`src/design/fde_pkg.sv`:
```
// fde_pkg: shared widths, payload words and the element record for the
// dof enumerator. no dependencies.
`timescale 1ns / 1ps
package fde_pkg;

	localparam int COORD_BITS = 16;
	localparam int DOF_BITS = 20;
	localparam int VKEY_BITS = 2 * COORD_BITS;
	localparam int EKEY_BITS = 4 * COORD_BITS;
	localparam int DEF_VERTEX_ENTRIES = 1024;
	localparam int DEF_EDGE_ENTRIES = 2048;
	localparam logic [DOF_BITS-1:0] DOF_MAX = {DOF_BITS{1'b1}};
	localparam logic [DOF_BITS-1:0] DOF_ONE = DOF_BITS'(1);
	localparam logic [2:0] ORDER_RESET = 3'd2;
	localparam logic [7:0] LEVEL_NUMBERED = 8'd1;
	localparam int SEG_INTERIOR = 8;

	typedef struct packed {
		logic mesh_start;
		logic [7:0] level;
		logic [COORD_BITS-1:0] left_x;
		logic [COORD_BITS-1:0] bottom_y;
		logic [COORD_BITS-1:0] right_x;
		logic [COORD_BITS-1:0] top_y;
	} item_t;

	typedef struct packed {
		logic [DOF_BITS-1:0] dof_number;
		logic [5:0] slot_index;
		logic last_of_element;
		logic overflow_error;
	} result_t;

	// corners 0..3, edge bases 4..7, interior base 8
	typedef struct packed {
		logic [8:0][DOF_BITS-1:0] vals;
		logic [2:0] pm1;
		logic [5:0] pm1sq;
		logic [5:0] last_slot;
		logic err;
	} elem_t;

	typedef enum logic [2:0] {
		ST_IDLE,
		ST_RD,
		ST_CMP,
		ST_INT,
		ST_PUSH
	} front_state_t;

endpackage

```
`src/design/fde_queue.sv`:
```
// fde_queue: two-entry queue of element records between front and back.
// depends on fde_pkg.
`timescale 1ns / 1ps
module fde_queue import fde_pkg::*; (
	input  logic clk,
	input  logic arst_n,
	input  logic push,
	input  elem_t push_rec,
	output logic full,
	input  logic pop,
	output logic rec_valid,
	output elem_t head
);

	localparam int DEPTH = 2;

	elem_t mem_q [DEPTH];
	logic wr_q, rd_q;
	logic [1:0] cnt_q;

	assign full = (cnt_q == 2'(DEPTH));
	assign rec_valid = (cnt_q != 2'd0);
	assign head = mem_q[rd_q];

	always_ff @(posedge clk) begin
		if (push) mem_q[wr_q] <= push_rec;
	end

	always_ff @(posedge clk or negedge arst_n) begin
		if (!arst_n) begin
			wr_q <= 1'b0;
			rd_q <= 1'b0;
			cnt_q <= 2'd0;
		end else begin
			if (push) wr_q <= ~wr_q;
			if (pop) rd_q <= ~rd_q;
			cnt_q <= cnt_q + 2'(push) - 2'(pop);
		end
	end

endmodule

```
`config.mk`:
```
export PLATFORM = sky130hd
export DESIGN_NAME = fde_queue
export DESIGN_NICKNAME = d
export VERILOG_FILES = /design/src/design/fde_pkg.sv /design/src/design/fde_queue.sv
export SDC_FILE = /design/constraint.sdc
export NUM_CORES = 1
export LEC_CHECK = 0
export ABC_CLOCK_PERIOD_IN_PS = 9700
export BUFFER_PORTS_ARGS = -buffer_cell sky130_fd_sc_hd__buf_2
export CORE_MARGIN = 2
export CORE_UTILIZATION = 26
export CTS_CLUSTER_SIZE = 14
export DETAILED_ROUTE_END_ITERATION = 8
export GPL_TIMING_DRIVEN = 0
export SYNTH_ARGS = -nofsm -noshare
export SYNTH_HDL_FRONTEND = slang
export SYNTH_SLANG_ARGS = --single-unit
```
`constraint.sdc`:
```
create_clock -name clk -period 9.7 [get_ports clk]
set_input_delay 0.97 -clock clk [delete_from_list [all_inputs] [get_ports clk]]
set_output_delay 0.97 -clock clk [all_outputs]
set_load 0.005 [all_outputs]
```
Yosys cells after proc, flatten, opt, wreduce, memory -nomap -nowiden
Memories as Yosys holds them, arrays and structs flattened.
Index checks and enable logic that the tools add are counted.
{ "word_totals": {"register_bits": 4, "mem_bits_rw": 392, "in_bits": 200, "out_inout_bits": 198, "wordCells": 12, "mem_count": 1} }
{ "op_classes": {"addsub": 2, "n_eq_ne": 1, "muxes": 2, "bitwise_logic": 2, "reduce_logical": 1} }
{ "memory_table": {"columns": ["name", "words", "word_bits", "read_ports", "rd_clocked_by_memory_dff", "write_ports", "line", "source"], "rows": [
  ["mem_q", 2, 196, 1, 0, 1, "fde_queue.sv:17", "elem_t mem_q [DEPTH];"]
]} }
{ "op_table": {"columns": ["op", "count"], "rows": [
  ["adder 2 x 1 -> 2 bit", 1],
  ["== test 2 bit, second input constant", 1],
  ["two-way mux 1 bit", 2],
  ["NOT 1 bit", 2],
  ["nonzero test 2 bit", 1],
  ["subtractor 2 x 1 -> 2 bit", 1]
]} }

Depth between registers and ports, before layout
{ "depth": {"depth_word": 2, "mapped_depth": 5, "depth_no_buf": 5} }

Worst setup path before layout
No wires, ideal clock.
{ "synth_timing": {"path_type": "in2reg", "startpoint": "input push", "endpoint": "memory mem_q[0][0] (netlist name), enable pin", "setup_ps": 779, "t_arrival_ps": 9423, "required_time_ps": 8921, "setup_slack_ps": -501, "path_stages": 1, "path_buffers": 0, "path_cell_list": "nor2b_1"} }
{ "synth_between": {"elab_chain_len": 2} }
{ "synth_rtl": {"columns": ["element", "line", "source"], "rows": [
  ["from (decl)", "fde_queue.sv:7", "input logic push,"],
  ["two-way mux 1 bit", "fde_queue.sv:26", "if (push) mem_q[wr_q] <= push_rec;"],
  ["two-way mux 1 bit (not written as such)", "fde_queue.sv:26", null],
  ["to (decl)", "fde_queue.sv:17", null]
]} }
No other way between the ends.

==> summary.txt <==
Yosys
  • Post-synth EDFFs: 392
  • Syn nets: 827
  • Async S/R FF share, synth: 1.01%
  • Largest cells by area after synthesis: edfxtp_1 (79%), mux2_4 (13%), mux2_2 (5.0%)
  • Warnings from Yosys: 0
  • Seq/Total Area, Yosys: 79.8%
  • Syn avg cell area: 23.8 um^2
  • Distinct cells, synth: 13
  • Top FF cell, synth: edfxtp_1
  • Seq cells post-synth: 396
  • Mapped cell area: 14900 um^2
  • Most frequent cell after synthesis: edfxtp_1
  • Cell accounting for the most synthesized area: edfxtp_1
  • Share of the synthesized area in the top cell type: 79.1%
  • Post-synthesis cell count: 625
  • Top cells by count, synth: edfxtp_1 (392), mux2_4 (130), mux2_2 (66)

CTS
  • Bufs on Longest Clock Path: 3
  • Clk slew on worst S/H paths: 60 ps
  • Root Driver: clkbuf_16
  • Clock Latency Late Sink: 550 ps
  • H-tree depth: 2
  • Post-CTS setup buffers: 0
  • TritonCTS clock tree: done
  • Clk sinks: 396
  • Hold Buf Count CTS: 0
  • Num CTS Buffers: 43
  • CTS resizes: 0

Timing
  • Fin crit share: 30.8%
  • Final Hold Viols: 0
  • Slew Limit Fails: 0
  • F_max: 0.335 GHz
  • Slew headroom: 37.8%
  • Slew @ Worst Pin: 930 ps
  • Final worst path period need: 2980 ps
  • Min Hold Slack: 239 ps
  • Clock Skew: 12.6 ps
  • RSZ-0062 raised after global routing: false
  • Setup ws final: 6720 ps
  • Setup TNS: 0 ps
  • Setup Viol. Count Final: 0

Cells and area
  • Synth-to-Final Area Change: 30.2%
  • Fin area: 19400 um^2
  • Layout cells sized above 1: 62.0%
  • Layout filler cell count: 5399
  • Nets: 1279

Critical path
  • Endpoint class of the critical path: primary output
  • WP data required: 8730 ps
  • Crit Path Class: flip-flop to primary output
  • Max FO, Critical Path: 10
  • Worst EP arrival: 2010 ps
  • CP Launch Type: flip-flop

Routing
  • Antenna viol nets, final: 0
  • Drt drc: 0
  • Drt total wl: 32200 um
  • Initial DRC count: 252
  • DRT Pass-1 Iters: 4
  • Via/cell ratio: 3.94
  • WL per Instance: 17.2 um
  • Via count: 7359

Pwr
  • VDD IR max: 140 uV
  • Final Total Pwr: 5.56 mW
  • Power Density: 287 nW/um^2
  • Leak: 7.55 nW

Global routing
  • GRT overflow: 0
  • Initial antenna violation count: 4
  • Vias in the first global route: 7892
  • Pin count of the biggest net entering global routing: 62
  • Tot GR Track Use: 10.4%
  • First-pass GRT wire length: 47000 um

Status
  • Status: complete, no violations

Floorplan
  • CORE AREA: 56500 um^2
  • Io pins: 398
  • Horiz. Die Dim: 243 um
  • Die Y: 243 um
  • Row Count: 87
  • Die ar.: 59100 um^2
  • Starting Density: 26.3%

Placed design
  • Placed cell areas: 18000 um^2
  • Pre-CTS setup slack: 6460 ps
  • Final RePlAce weighted congestion: 0.714
  • Port Buf Inserts: 397
  • Post-DP HPWL: 22400 um

Worst hold path
  • HP Class: input port to asynchronous set/reset pin

Run
  • Number of max-cap violations: 0
## sequential cells by signal, indices dropped and copies added, names as in the netlist
signal / cells
rd_q: 1
cnt_q: 2
mem_q: 392
wr_q: 1
## power breakdown
group	switching, mW	leakage, nW	internal (mW)	total [mW]
registers	0.0703	3.73	2.27	2.34
logic	0.790	3.17	0.893	1.68
clock network	0.648	0.648	0.896	1.54
## kinds of logic (layout without fill, tap and decap cells)
logic type    after synthesis  count (layout)  share of synthesized area, %
simple gates                4               4                         0.168
other cells                 0               1                             0
buf+inv                    24             508                          1.46
xor+xnor                    3               3                         0.278
mux                       196             196                          18.1
fa+ha+maj                   2               2                         0.168
flops                     396             396                          79.8
## path summary, 6_finish.rpt
| check | start | to | slack (ps) | depth (start not counted) |
|---|---|---|---|---|
| worst max-delay path | rd_q | head[121] | 6720 | 5 |
| worst max register to register | wr_q | mem_q[0][112] | 7250 | 5 |
| max in group asynchronous | arst_n | wr_q | 9320 | 1 |
| worst min register to register | wr_q | wr_q | 550 | 1 |
| worst min-delay path | arst_n | cnt_q[1] | 240 | 1 |
| min in group clk | wr_q | wr_q | 550 | 1 |
## layout make-up
cell class / instances / area (um^2) / area share [%]
Antenna cell: 1 / 2.50 / 0.0129
Buffer: 22 / 210 / 1.08
Clock buffer: 50 / 1140 / 5.91
Clock inverter: 27 / 185 / 0.956
Inverter: 2 / 7.51 / 0.0387
Multi-Input combinational cell: 205 / 2800 / 14.4
Sequential cell: 396 / 11900 / 61.3
Tap cell: 756 / 946 / 4.88
Timing Repair Buffer: 407 / 2210 / 11.4
## layer usage
metal	vias up	share of wire, %	track usage, %
li1	3407	-	-
met1	3654	40	12.0
met2	242	50	17.8
met3	50	7.6	3.86
met4	6	2.2	3.55
met5	-	0.14	0
## cells in the final DEF (no fill, tap or decap), types with 2 or more instances in the layout
cell type / n
buf_12: 7
buf_16: 3
buf_2: 403
buf_6: 16
bufinv_16: 2
clkbuf_1: 5
clkbuf_16: 45
clkinv_1: 12
clkinv_2: 8
clkinvlp_4: 3
dfrtp_1: 4
edfxtp_1: 392
ha_1: 2
inv_1: 2
mux2_2: 66
mux2_4: 130
xor2_1: 2
## critical path: stages (launching register included)
cell	delay, ps
dfrtp_1	330
buf_6	160
buf_6	240
buf_6	230
mux2_4	360
buf_2	140
## through the flow
step,std cells,util (%)
6_report,1866,34.3
5_1_grt,1866,34.3
4_1_cts,1865,34.3
3_5_place_dp,1788,31.9
3_3_place_gp,1778,31.5
2_1_floorplan,625,-
No activity file was read; power rests on OpenSTA's default activity.
