--- src/design/fde_pkg.sv ---
// fde_pkg: shared widths, payload words and the element record for the
// dof enumerator. no dependencies.
`timescale 1ns / 1ps
package fde_pkg;

	localparam int COORD_BITS = 16;
	localparam int DOF_BITS = 20;
	localparam int VKEY_BITS = 2 * COORD_BITS;
	localparam int EKEY_BITS = 4 * COORD_BITS;
	localparam int DEF_VERTEX_ENTRIES = 1024;
	localparam int DEF_EDGE_ENTRIES = 2048;
	localparam logic [DOF_BITS-1:0] DOF_MAX = {DOF_BITS{1'b1}};
	localparam logic [DOF_BITS-1:0] DOF_ONE = DOF_BITS'(1);
	localparam logic [2:0] ORDER_RESET = 3'd2;
	localparam logic [7:0] LEVEL_NUMBERED = 8'd1;
	localparam int SEG_INTERIOR = 8;

	typedef struct packed {
		logic mesh_start;
		logic [7:0] level;
		logic [COORD_BITS-1:0] left_x;
		logic [COORD_BITS-1:0] bottom_y;
		logic [COORD_BITS-1:0] right_x;
		logic [COORD_BITS-1:0] top_y;
	} item_t;

	typedef struct packed {
		logic [DOF_BITS-1:0] dof_number;
		logic [5:0] slot_index;
		logic last_of_element;
		logic overflow_error;
	} result_t;

	// corners 0..3, edge bases 4..7, interior base 8
	typedef struct packed {
		logic [8:0][DOF_BITS-1:0] vals;
		logic [2:0] pm1;
		logic [5:0] pm1sq;
		logic [5:0] last_slot;
		logic err;
	} elem_t;

	typedef enum logic [2:0] {
		ST_IDLE,
		ST_RD,
		ST_CMP,
		ST_INT,
		ST_PUSH
	} front_state_t;

endpackage

--- src/design/fde_back.sv ---
// fde_back: walks one element record and emits every number with its slot,
// last flag and error flag through an output register. depends on fde_pkg.
`timescale 1ns / 1ps
module fde_back import fde_pkg::*; (
	input  logic clk,
	input  logic arst_n,
	input  logic rec_valid,
	input  elem_t rec,
	output logic pop,
	output logic result_valid,
	input  logic result_stall,
	output result_t result
);

	logic [3:0] seg_q;
	logic [5:0] i_q;
	logic [5:0] slot_q;
	logic out_valid_q;
	result_t out_q;

	logic adv, last;
	logic [DOF_BITS-1:0] base;
	logic [DOF_BITS:0] sum;
	logic [5:0] seg_len;

	assign adv = rec_valid && (!out_valid_q || !result_stall);
	assign last = (slot_q == rec.last_slot);
	assign pop = adv && last;
	assign base = rec.vals[seg_q];
	assign sum = {1'b0, base} + (DOF_BITS+1)'(i_q);
	assign seg_len = (seg_q == 4'(SEG_INTERIOR)) ? rec.pm1sq : {3'd0, rec.pm1};
	assign result_valid = out_valid_q;
	assign result = out_q;

	always_ff @(posedge clk) begin
		if (adv) begin
			out_q.dof_number <= (sum > {1'b0, DOF_MAX}) ? DOF_MAX : sum[DOF_BITS-1:0];
			out_q.slot_index <= slot_q;
			out_q.last_of_element <= last;
			out_q.overflow_error <= rec.err;
		end
	end

	always_ff @(posedge clk or negedge arst_n) begin
		if (!arst_n) begin
			seg_q <= 4'd0;
			i_q <= 6'd0;
			slot_q <= 6'd0;
			out_valid_q <= 1'b0;
		end else begin
			if (adv) begin
				out_valid_q <= 1'b1;
				if (last) begin
					seg_q <= 4'd0;
					i_q <= 6'd0;
					slot_q <= 6'd0;
				end else begin
					slot_q <= slot_q + 6'd1;
					if (seg_q < 4'd4 || i_q + 6'd1 == seg_len) begin
						seg_q <= seg_q + 4'd1;
						i_q <= 6'd0;
					end else begin
						i_q <= i_q + 6'd1;
					end
				end
			end else if (!result_stall) begin
				out_valid_q <= 1'b0;
			end
		end
	end

endmodule

--- config.mk ---
export PLATFORM = sky130hd
export DESIGN_NAME = fde_back
export DESIGN_NICKNAME = d
export VERILOG_FILES = /design/src/design/fde_pkg.sv /design/src/design/fde_back.sv
export SDC_FILE = /design/constraint.sdc
export NUM_CORES = 1
export LEC_CHECK = 0
export ABC_CLOCK_PERIOD_IN_PS = 8000
export BUFFER_PORTS_ARGS = -buffer_cell sky130_fd_sc_hd__buf_4
export CAP_MARGIN = 15
export CORE_UTILIZATION = 49
export DETAILED_ROUTE_END_ITERATION = 8
export PLACE_DENSITY = 0.95
export SLEW_MARGIN = 15
export SYNTH_ARGS = -nofsm -noshare
export SYNTH_HDL_FRONTEND = slang
export SYNTH_SLANG_ARGS = --single-unit
--- constraint.sdc ---
create_clock -name clk -period 8 [get_ports clk]
set_input_delay 0.4 -clock clk [delete_from_list [all_inputs] [get_ports clk]]
set_output_delay 0.4 -clock clk [all_outputs]
set_load 0.05 [all_outputs]
Word-level counts from Yosys, hierarchy flattened. Index checks and enable logic that the tools add are counted.

Flip-flop bits (word level): 45. Bits in latches: 0. RAM bits: 0. Memory bits (read-only): 0. Input bits: 200. Output and inout port bits: 30. Word-level logic and storage cells: 37. Memories: 0.

Add/sub/neg operators: 4. $mul: 0. Divide/modulo/power cells: 0. $lt $le $gt $ge: 3. Equality and inequality tests: 4. Shifts and indexed selects: 0. Multiplexer cells: 10. Bitwise gates (word level): 0. Reduce and logical (&&, ||, !) cells: 8.

Operators by type and width (number): $bmux W20 S4 (1); $mux W6 (4); $add A20 B6 Y21 (1); $gt A21 B20 Y1 const B (1); $mux W20 (1); $add A6 B1 Y6 const B (2); $eq A6 B6 Y1 (2); $mux W4 (2); $lt A4 B5 Y1 const B (1); $add A4 B1 Y4 const B (1); $eq A4 B4 Y1 const B (1); $lt A4 B3 Y1 const B (1); $logic_and A1 B1 Y1 (2); $logic_not A1 Y1 (2); $logic_or A1 B1 Y1 (2); $mux W1 (2); $ne A2 B1 Y1 const B (1); $reduce_and A2 Y1 (1); $reduce_bool A2 Y1 (1).

Longest topological paths before layout.
Depth after elaboration: 6. Depth in mapped cells: 18. Mapped depth without buffers: 13.

Least setup slack after synthesis. No wires, ideal clock.

Path kind: flip-flop to flip-flop. From: register seg_q[0]. To: register out_q (netlist bit result[21]) (data pin). Setup time: 0.258 ns. Data arrival time: 3.383 ns. Data required time: 7.742 ns. Slack: 4.359 ns. Stages on the path, launching flop included: 19. Buffers on the path: 6. Clock period less this slack: 3.641 ns. Cell sequence: dfrtp_1 buf_6 buf_12 buf_12 buf_8 buf_2 mux4_2 mux2i_1 o21ai_0 ha_1 fa_1 a21oi_1 nor2_1 nor2_1 o21a_1 nor3_4 nand2_2 buf_6 o21ai_2.

Word-level cells in the longest chain between the ends: 4.

Ends and longest elaborated chain: start: declaration (RTL line fde_back.sv:15) `logic [3:0] seg_q;`; start signal: assignment (RTL line fde_back.sv:60) `seg_q <= seg_q + 4'd1;`; $bmux W20 S4 (*) (RTL line fde_back.sv:29) `assign base = rec.vals[seg_q];`; $mux W20 (not written as such) (*) (RTL line fde_back.sv:29); $add A20 B6 Y21 (*) (RTL line fde_back.sv:30) `assign sum = {1'b0, base} + (DOF_BITS+1)'(i_q);`; $gt A21 B20 Y1 (RTL line fde_back.sv:37) `out_q.dof_number <= (sum > {1'b0, DOF_MAX}) ? DOF_MAX : sum[DOF_BITS-1:0];`; end: declaration (RTL line fde_back.sv:19) `result_t out_q;`.

Every way passes the cells marked *; elsewhere a longest branch is shown, timed or not. The select of a mux whose other input is x is not followed. A chain may end at the register's enable or synchronous reset.

Final worst setup path. Ends and elaborated chain as after synthesis.

==> flow_metrics.tcl <==
set metrics [dict create \
    ys.flop_type "edfxtp_1" \
    slew_violations 0 \
    grt_pass1_wl_um 20840 \
    antenna_found_initial 1 \
    vias_per_cell 6.040 \
    finalClockSkew_ns 0.008718 \
    synth_area_per_cell_um2 11.02 \
    postCtsResizedCells 0 \
    setup.worst_path.start_class "flop" \
    cp.required_ns 8.05 \
    place_congestion 0.9255 \
    port_buffers 229 \
    num_vias 4192 \
    power_density_nw_per_um2 207.5 \
    grt_remaining_overflow 0 \
    yosysWarnings 0 \
    drc_errors 0 \
    clockBufferDepth 2 \
    yosysTopAreaCellShare_pct 20.51 \
    hold_viol 0 \
    dp_hpwl_um 11540 \
    rows 32 \
    cts_buffers 5 \
    gr-usage-all-layers_pct 31.70 \
    syn_inst 372 \
    grt_pass1_vias 4069 \
    critPathKind "reg -> reg" \
    initial_utilization_pct 51.72 \
    drv_cap 0 \
    ir_drop_mv 0.1116 \
    h-tree-depth 2 \
    diodes 0 \
    cp_max_fo 52 \
    drive_above_1_share_pct 49.49 \
    min_period_over_period_pct 48.78 \
    drt_iter0_drc 321 \
    grt_setup_unrepaired "false" \
    p_leak_nw 2.680 \
    path_clk_slew_ns 0.09 \
    core_area_um2 7928 \
    place_ws_ns 4.208 \
    setup_violations 0 \
    yosysSeqAreaShare_pct 30.88 \
    worst_pin_slew_ns 0.9983 \
    fin_ws_ns 4.097 \
    root_buffer "clkbuf_8" \
    clock_latency_ns 0.30 \
    relSlewSlack_pct 33.45 \
    syn_nets 583 \
    antenna_left 0 \
    worst-r2r-cell-count 12 \
    die_x_um 93.48 \
    syn2layout_area_growth_pct 44.25 \
    post-route-min-period_ns 3.903 \
    routed_wl_um 14130 \
    async_flop_share_pct 37.78 \
    drtPass1Iterations 5 \
    hp-class "in -> reg" \
    cts_tree "built" \
    setup_tns_ns 0 \
    synth_most_common_cell "mux2i_1" \
    die_h_um 93.48 \
    synth_seq_cells 45 \
    syn-cell-area_um2 4100 \
    cts_sinks 45 \
    wl_per_cell_um 20.36 \
    status "finished, final reports clean" \
    regToRegSetupSlack_ns 4.10 \
    synthTopCellsByArea "edfxtp_1 (21%), mux2i_1 (10%), mux4_2 (10%), dfrtp_1 (10%), ha_1 (3.1%)" \
    grt_start_max_net_pins 53 \
    hold-path-cell-count 1 \
    endpoint_kind "flop" \
    synth-edff-count 28 \
    fin_nets 802 \
    yosys.cell_types.count 70 \
    yosysTopAreaCell "edfxtp_1" \
    io_pins 230 \
    critPathArrivalTime_ns 3.95 \
    ys_top_cells_by_count "mux2i_1 (43), nand2_1 (29), edfxtp_1 (28)" \
    max_freq_ghz 0.2562 \
    die_area_um2 8738 \
]
==> timing repair <==
action / CTS / global route
buffers inserted: 0 / 0
endpoints found under the hold margin: 17 / 0
hold buffers: 1 / 0
==> final cells by class <==
class                           count  area [um^2]
Multi-Input combinational cell    298         2629
Clock inverter                      2        35.03
Clock buffer                        6        72.57
Timing Repair Buffer              233         1752
Fill cell                         565         2013
Tap cell                          102        127.6
Inverter                            8        30.03
Sequential cell                    45         1269
==> worst max-delay path: stages, from the launching register on <==
cell and delay, ns:
dfrtp_2 0.36, buf_4 0.65, mux4_2 0.59, mux2i_1 0.20, o21ai_0 0.19, ha_1 0.35
a21o_1 0.10, a21oi_1 0.10, o21ai_0 0.24, nand4_1 0.18, nor2_1 0.35, and4_1 0.26
o21ai_2 0.05
==> metrics by stage <==
| stage | area [um^2] | cells | power, mW | util, % | hold WS [ns] |
|---|---|---|---|---|---|
| 6_report | 5914 | 694 | 1.227 | 74.61 | 0.2752 |
| 5_1_grt | 5914 | 694 | 1.286 | 74.61 | 0.2647 |
| 4_1_cts | 5914 | 694 | 1.220 | 74.61 | 0.2716 |
| 3_5_place_dp | 5797 | 685 | 1.046 | 73.12 | 0.2826 |
| 3_3_place_gp | 5797 | 685 | 1.022 | 73.12 | 0.2737 |
| 2_1_floorplan | 4100 | 372 | 0.8845 | - | 0.1044 |
==> report_power, final <==
group | leakage [nW] | total [mW] | switching [mW] | internal, mW
clock | 0.0552 | 0.172 | 0.0789 | 0.0928
combinational | 2.15 | 0.669 | 0.329 | 0.339
sequential | 0.472 | 0.387 | 0.0839 | 0.303
total | 2.68 | 1.23 | 0.492 | 0.735
==> flip-flops by register name (all words and copies together), names as in the netlist <==
signal and flops:
result 28, i_q 6, slot_q 6, seg_q 4, result_valid 1
==> layout by cell type (no fill, tap or decap), drive strengths merged, types with 7 or more instances in the layout <==
cell,synthesis,routed
xor2,13,13
o21ai,20,20
buf,16,232
inv,8,8
edfxtp,28,28
nand2,39,39
a21oi,10,10
a221o,9,9
mux4,23,23
nor3,8,8
nor2,16,16
ha,10,10
dfrtp,17,17
o22ai,11,11
mux2i,43,43
nand3,10,10
a22oi,7,7
xnor2,14,14
==> layer usage <==
metal / vias to the layer above / wire [um] / global-route usage, %
li1: 1899 / - / -
met1: 1962 / 5271 / 39.44
met2: 284 / 7156 / 54.53
met3: 45 / 1244 / 6.423
met4: 2 / 442 / 11.15
met5: - / 13 / 0
==> cells by family after synthesis <==
logic type | Yosys count | share of synthesized area [%]
fa+ha+maj | 11 | 3.540
simple gates | 107 | 15.53
buf+inv | 29 | 5.004
xor+xnor | 28 | 6.317
compound gates | 86 | 15.23
flops | 45 | 30.88
mux | 66 | 23.50
==> path summary, 6_finish.rpt <==
check                                    startpoint                       end
max in group asynchronous                    arst_n      seg_q[0]$_DFFE_PN0P_
setup / recovery               seg_q[0]$_DFFE_PN0P_  result[21]$_SDFFCE_PN1P_
min in group asynchronous                    arst_n  result_valid$_DFFE_PN0P_
setup reg to reg               seg_q[0]$_DFFE_PN0P_  result[21]$_SDFFCE_PN1P_
hold / removal                               rec[0]       result[0]$_DFFE_PP_
hold reg to reg            result_valid$_DFFE_PN0P_  result_valid$_DFFE_PN0P_
Note: power is estimated with default switching activity, not from simulation.
